`src/hw/rtl/kruskal_minimum_spanning_tree_core_defines.svh`:
```
// ----------------------------------------------------------------------------
// Assertion macros for the Kruskal spanning tree core
// Checks are compiled in for simulation and left out for synthesis.
// ----------------------------------------------------------------------------
`ifndef KRUSKAL_MINIMUM_SPANNING_TREE_CORE_DEFINES_SVH
`define KRUSKAL_MINIMUM_SPANNING_TREE_CORE_DEFINES_SVH
`ifndef SYNTHESIS
// checked only while out of reset
`define KMST_ASSERT(lbl, prop) \
  lbl: assert property (@(posedge clk) disable iff (!rst_n) prop) \
    else $error("kmst check failed");
// checked at every edge, reset included
`define KMST_ASSERT_ALWAYS(lbl, prop) \
  lbl: assert property (@(posedge clk) prop) \
    else $error("kmst check failed");
`else
`define KMST_ASSERT(lbl, prop)
`define KMST_ASSERT_ALWAYS(lbl, prop)
`endif
`endif

```
`src/hw/rtl/kmst_pkg.sv`:
```
`timescale 1ns / 1ps
// ----------------------------------------------------------------------------
// kmst_pkg
// Shared payload types, state encoding and control/status bundles.
// ----------------------------------------------------------------------------
package kmst_pkg;

  localparam int VERT_W = 7;
  localparam int COST_W = 16;

  typedef struct packed {
    logic [VERT_W-1:0] vertex_a;
    logic [VERT_W-1:0] vertex_b;
    logic [COST_W-1:0] edge_cost;
    logic              last_edge;
  } in_item_t;

  typedef struct packed {
    logic [VERT_W-1:0] tree_from;
    logic [VERT_W-1:0] tree_to;
    logic [COST_W-1:0] tree_cost;
    logic              edge_valid;
    logic              last_result;
    logic              overflow;
  } out_item_t;

  typedef enum logic [3:0] {
    S_LOAD,
    S_PASS_INIT,
    S_SCAN,
    S_PICK,
    S_FA_RD,
    S_FA_CHK,
    S_FB_RD,
    S_FB_CHK,
    S_EMIT_PREV,
    S_FINAL
  } state_t;

  typedef struct packed {
    logic load;
    logic pass_start;
    logic scan_en;
    logic commit_last;
    logic cur_load_a;
    logic cur_load_b;
    logic pread;
    logic follow;
    logic root_a_save;
    logic union_wr;
    logic pend_load;
    logic out_load_pend;
    logic out_load_empty;
    logic out_last;
    logic run_clear;
  } dp_cmd_t;

  typedef struct packed {
    logic scan_done;
    logic best_found;
    logic cand_ok;
    logic p_is_root;
    logic roots_equal;
    logic pend_valid;
    logic out_free;
  } dp_status_t;

endpackage

```
`src/hw/rtl/kmst_ctrl.sv`:
```
`timescale 1ns / 1ps
// ----------------------------------------------------------------------------
// kmst_ctrl
// Sequencer: edge loading, selection passes, root walks and result release.
// ----------------------------------------------------------------------------
module kmst_ctrl (
  input  logic                 clk,
  input  logic                 rst_n,
  input  logic                 in_valid,
  input  logic                 in_last,
  output logic                 in_ready,
  input  kmst_pkg::dp_status_t st,
  output kmst_pkg::dp_cmd_t    cmd
);
  import kmst_pkg::*;

  state_t state_r, state_nxt;

  always_ff @(posedge clk) begin
    if (!rst_n) begin
      state_r <= S_LOAD;
    end else begin
      state_r <= state_nxt;
    end
  end

  always_comb begin
    state_nxt = state_r;
    unique case (state_r)
      S_LOAD:      if (in_valid && in_last) state_nxt = S_PASS_INIT;
      S_PASS_INIT: state_nxt = S_SCAN;
      S_SCAN:      if (st.scan_done) state_nxt = S_PICK;
      S_PICK: begin
        priority if (!st.best_found) state_nxt = S_FINAL;
        else if (!st.cand_ok)        state_nxt = S_PASS_INIT;
        else                         state_nxt = S_FA_RD;
      end
      S_FA_RD:     state_nxt = S_FA_CHK;
      S_FA_CHK:    state_nxt = st.p_is_root ? S_FB_RD : S_FA_RD;
      S_FB_RD:     state_nxt = S_FB_CHK;
      S_FB_CHK: begin
        priority if (!st.p_is_root) state_nxt = S_FB_RD;
        else if (st.roots_equal)    state_nxt = S_PASS_INIT;
        else                        state_nxt = S_EMIT_PREV;
      end
      S_EMIT_PREV: if (!st.pend_valid || st.out_free) state_nxt = S_PASS_INIT;
      S_FINAL:     if (st.out_free) state_nxt = S_LOAD;
      default:     state_nxt = S_LOAD;
    endcase
  end

  always_comb begin
    cmd      = '0;
    in_ready = 1'b0;
    unique case (state_r)
      S_LOAD: begin
        in_ready = 1'b1;
        cmd.load = in_valid;
      end
      S_PASS_INIT: cmd.pass_start = 1'b1;
      S_SCAN:      cmd.scan_en = 1'b1;
      S_PICK: begin
        cmd.commit_last = st.best_found;
        cmd.cur_load_a  = st.best_found && st.cand_ok;
      end
      S_FA_RD:     cmd.pread = 1'b1;
      S_FA_CHK: begin
        cmd.root_a_save = st.p_is_root;
        cmd.cur_load_b  = st.p_is_root;
        cmd.follow      = !st.p_is_root;
      end
      S_FB_RD:     cmd.pread = 1'b1;
      S_FB_CHK: begin
        cmd.follow   = !st.p_is_root;
        cmd.union_wr = st.p_is_root && !st.roots_equal;
      end
      S_EMIT_PREV: begin
        if (!st.pend_valid) begin
          cmd.pend_load = 1'b1;
        end else if (st.out_free) begin
          cmd.pend_load     = 1'b1;
          cmd.out_load_pend = 1'b1;
        end
      end
      S_FINAL: begin
        if (st.out_free) begin
          cmd.out_load_pend  = st.pend_valid;
          cmd.out_load_empty = !st.pend_valid;
          cmd.out_last       = 1'b1;
          cmd.run_clear      = 1'b1;
        end
      end
      default: ;
    endcase
  end
endmodule

```
`config.mk`:
```
export PLATFORM = sky130hd
export DESIGN_NAME = kmst_ctrl
export DESIGN_NICKNAME = d
export VERILOG_FILES = /design/src/hw/rtl/kruskal_minimum_spanning_tree_core_defines.svh /design/src/hw/rtl/kmst_pkg.sv /design/src/hw/rtl/kmst_ctrl.sv
export SDC_FILE = /design/constraint.sdc
export NUM_CORES = 1
export LEC_CHECK = 0
export BUFFER_PORTS_ARGS = -buffer_cell sky130_fd_sc_hd__buf_2
export CORE_AREA = 2 2 39 41
export CTS_CLUSTER_DIAMETER = 40
export CTS_CLUSTER_SIZE = 20
export DETAILED_ROUTE_END_ITERATION = 8
export DIE_AREA = 0 0 41 43
export PLACE_DENSITY = 0.59
export SLEW_MARGIN = 20
export SYNTH_ARGS = -nofsm -noshare
export SYNTH_HDL_FRONTEND = slang
export SYNTH_SLANG_ARGS = --single-unit
```
`constraint.sdc`:
```
create_clock -name clk -period 1.7 [get_ports clk]
set_input_delay 0.255 -clock clk [delete_from_list [all_inputs] [get_ports clk]]
set_output_delay 0.255 -clock clk [all_outputs]
set_load 0.005 [all_outputs]
```
Word level (Yosys, flattened, before mapping)
Cells that the tools add are included.
- input port bits: 11
- output and inout bits: 16
- register bits: 4
- word-level logic and storage cells: 51
- reduce and logical (&&, ||, !) cells: 11
- eq/ne operators: 13
- mux-type cells: 26
- operator list (cell ; count):
    4-bit one-hot mux with 10 select lines ; 1
    4-bit two-way mux ; 8
    4-bit by 3-bit equality test with 1-bit output, second input constant ; 4
    1-bit two-way mux ; 11
    4-bit by 2-bit equality test with 1-bit output, second input constant ; 2
    4-bit equality test, second input constant ; 2
    2-bit inequality test, second input constant ; 4
    2-bit two-way mux ; 3
    3-bit two-way mux ; 2
    4-bit by 1-bit equality test with 1-bit output, second input constant ; 1
    4-bit logical NOT ; 1
    4-bit AND reduction ; 1
    2-bit OR reduction ; 2
    1-bit logical AND ; 3
    1-bit logical NOT ; 3
    1-bit one-hot mux with 2 select lines ; 1
    1-bit logical OR ; 1

Longest topological paths before layout
- word-level depth: 4
- depth in mapped cells: 5

Worst setup path after synthesis
Ideal clock, no wire load.
- path kind: flip-flop to output port
- start point: register state_r[1]
- end point: output cmd[4] (netlist name)
- stages on the path, launching flop included: 4
- setup slack: 0.366 ns
- arrival: 1.079 ns
- cell sequence: dfxtp_1 buf_4 nand2b_1 a2111oi_0
- RTL lines (item ; line ; RTL):
    from (decl) ; kmst_ctrl.sv:17 ; state_t state_r, state_nxt;
    from (signal assigned) ; kmst_ctrl.sv:23 ; state_r <= state_nxt;
    to (decl) ; kmst_ctrl.sv:13 ; output kmst_pkg::dp_cmd_t cmd

==> flow_metrics.tcl <==
set metrics [dict create \
    status "finished clean" \
    fillers 156 \
    cts.htree.levels 1 \
    leakage_nw 0.274 \
    synth_largest_area_cell "dfxtp_1" \
    rsz0062_at_grt "false" \
    power.density_mw_per_mm2 1030 \
    post-route-min-period_ns 1.55 \
    synth_area_sq_um 398 \
    io_pins 27 \
    grt_max_degree 13 \
    num_vias 467 \
    p_int_uw 350 \
    grt_pass1_vias 374 \
    top_regs "state_r (4)" \
    seqPwrFrac 0.281 \
    worstReg2RegStart "state_r[1]$_SDFFE_PN0P_" \
    cts_buffers 3 \
    hold_class "in -> reg" \
    wirelength_um 1080 \
    dp.final_hpwl_um 857 \
    ys_seq_elements 4 \
    synth_top_area_share 0.201 \
    clockBufferDepth 2 \
    end_kind "primary output" \
    synth.area.top_cells "dfxtp_1 20%, nor4_2 9.4%, buf_4 5.7%" \
    startpoint "state_r[3]$_SDFFE_PN0P_" \
    p_sw_uw 230 \
    reg2reg_slack_ns 0.43 \
    postSynthAreaPerCell_sq_um 7.65 \
    yosys_warnings 0 \
    synth_fp_nets 63 \
    finalNonFillerCells 93 \
    start_kind "register" \
    arrival_ns 1.29 \
    finalCritPeriodShare 0.911 \
    relSlewSlack 0.732 \
    cap_viol_max_count 0 \
    critPathKind "reg -> out" \
    dp.cells 90 \
    clock-skew-final_ns 0.000440 \
    clk_latency_ns 0.23 \
    drive_gt1_frac 0.519 \
    antenna_found_initial 0 \
    worstPathMaxFanout 9 \
    fp.dieW_um 41 \
    final-max-slew-violation-count 0 \
    worst_pin_slew_ns 0.397 \
    grt_pass1_wl_um 1480 \
    drtIter0Drc 11 \
    die_h_um 43 \
    place_area_sq_um 523 \
    start_util 0.288 \
    seq_area_frac_synth 0.201 \
    p_sw_frac 0.396 \
    max-vdd-ir-drop_v 0.000390 \
    clkSinkCount 4 \
    io_buffers 26 \
    area_growth_pct 42.1 \
    cts.clk_slew.worst_paths_ns 0.04 \
    combPwrFrac 0.519 \
    setup_violations 0 \
    timing.rr.end "state_r[0]$_SDFFE_PN0P_" \
    largest_register_ff_count 4 \
    required_ns 1.44 \
    clock.fmax_ghz 0.646 \
    finalHoldViolCount 0 \
    coreArea_sq_mm 0.00138 \
    wl_per_cell_um 11.6 \
    drt-vias-per-instance 5.02 \
    power.total_uw 580 \
    regMostFlops "state_r" \
    first_pass_iters 6 \
    synth.distinct_cells 26 \
    cp-endpoint "cmd[2]" \
    clockPowerShare 0.200 \
    drtAntennaViolNets 0 \
    nets 90 \
    grtUsageTotal 0.126 \
    final_area_sq_um 566 \
    die-area_sq_mm 0.00176 \
    r2r_cells 4 \
    syn-instance-count 52 \
    route.detailed.drc 0 \
    fin_setup_tns_ns 0 \
    antennaDiodeCount 0 \
    cts_root_buf "clkbuf_4" \
    cts_tree "yes" \
    grt.overflow.total 0 \
    place_congestion 0.708 \
    rows 14 \
]
## metrics by stage
step	utilization	hold WS (ns)	worst slack, ns
after floorplan	-	0.373	0.366
after global placement	0.378	0.541	0.259
after detailed placement	0.378	0.534	0.205
after CTS	0.399	0.290	0.0292
after global routing	0.409	0.280	0.00622
final	0.409	0.291	0.151
## worst max-delay path: stages, from the launching register on
cell and delay (ns):
dfxtp_2 0.44, nor2b_1 0.19, and3_1 0.19, nor2b_1 0.13, buf_2 0.11
## power by group through the flow
| stage | Combinational (mW) | Sequential, mW | Clock, mW |
|---|---|---|---|
| 2_1_floorplan | 0.227 | 0.131 | 0 |
| 3_3_place_gp | 0.292 | 0.157 | 0 |
| 3_5_place_dp | 0.291 | 0.157 | 0 |
| 4_1_cts | 0.295 | 0.156 | 0.121 |
| 5_1_grt | 0.334 | 0.167 | 0.135 |
| 6_report | 0.301 | 0.163 | 0.116 |
## what timing repair did
action | in CTS | in global routing
setup endpoints to repair | 1 | 4
buffers inserted | 0 | 0
resized for setup | 2 | 5
hold buffers | 0 | 0
gates cloned | 0 | 0
## final cells by class
| cell class | count | area, sq um | area share |
|---|---|---|---|
| inverter | 2 | 7.51 | 0.0133 |
| sequential | 4 | 83.8 | 0.148 |
| timing repair buffer | 27 | 138 | 0.243 |
| tap | 16 | 20.0 | 0.0354 |
| clock buffer | 3 | 22.5 | 0.0398 |
| multi-input combinational | 41 | 294 | 0.520 |
## per-layer routing
| metal | global-route usage | routed length, um | vias to the layer above | share of wire |
|---|---|---|---|---|
| li1 | - | - | 240 | - |
| met3 | 0.0314 | 81 | 2 | 0.075 |
| met1 | 0.138 | 459 | 204 | 0.42 |
| met4 | 0.0800 | 4 | 0 | 0.0037 |
| met5 | 0 | 0 | - | 0 |
| met2 | 0.203 | 536 | 21 | 0.49 |
## cell families after synthesis
logic type             synth area share
AND/OR/NAND/NOR                   0.456
AO/OA/AOI/OAI                     0.220
buffers and inverters             0.101
flip-flops                        0.201
XOR/XNOR                         0.0220
## worst min path at each step
stage / from / cells past startpoint / to / slack, ns
6_report: rst_n / 2 / state_r[2]$_SDFFE_PN0P_ / 0.29
5_1_grt: rst_n / 2 / state_r[2]$_SDFFE_PN0P_ / 0.28
4_1_cts: rst_n / 2 / state_r[2]$_SDFFE_PN0P_ / 0.29
3_5_place_dp: rst_n / 2 / state_r[2]$_SDFFE_PN0P_ / 0.53
3_3_place_gp: rst_n / 2 / state_r[2]$_SDFFE_PN0P_ / 0.54
2_1_floorplan: rst_n / 1 / state_r[2]$_SDFFE_PN0P_ / 0.37
## cell usage in the layout, fill, tap and decap left out, types with 2 or more instances in the layout
| cell type | netlist | layout |
|---|---|---|
| a21oi_1 | 2 | 2 |
| and3_1 | 2 | 2 |
| buf_2 | 2 | 26 |
| clkbuf_4 | 0 | 3 |
| dfxtp_2 | 0 | 3 |
| inv_1 | 2 | 2 |
| nand2_1 | 4 | 4 |
| nand2b_1 | 3 | 2 |
| nand4_1 | 2 | 2 |
| nor2_1 | 4 | 4 |
| nor2b_1 | 3 | 2 |
| nor3_1 | 3 | 3 |
| nor3b_1 | 3 | 3 |
| nor4_2 | 3 | 3 |
## synthesized netlist by cell type, drive strengths merged
| master | number |
|---|---|
| a2111oi | 1 |
| a21boi | 1 |
| a21oi | 2 |
| a31oi | 1 |
| and2 | 1 |
| and2b | 1 |
| and3 | 2 |
| buf | 5 |
| dfxtp | 4 |
| inv | 2 |
| nand2 | 4 |
| nand2b | 3 |
| nand4 | 2 |
| nor2 | 4 |
| nor2b | 3 |
| nor3 | 3 |
| nor3b | 3 |
| nor4 | 3 |
| o21a | 1 |
| o21ai | 1 |
| o2bb2ai | 1 |
| o31a | 1 |
| o41ai | 2 |
| xor2 | 1 |
Power figures use the tool's default switching activity.
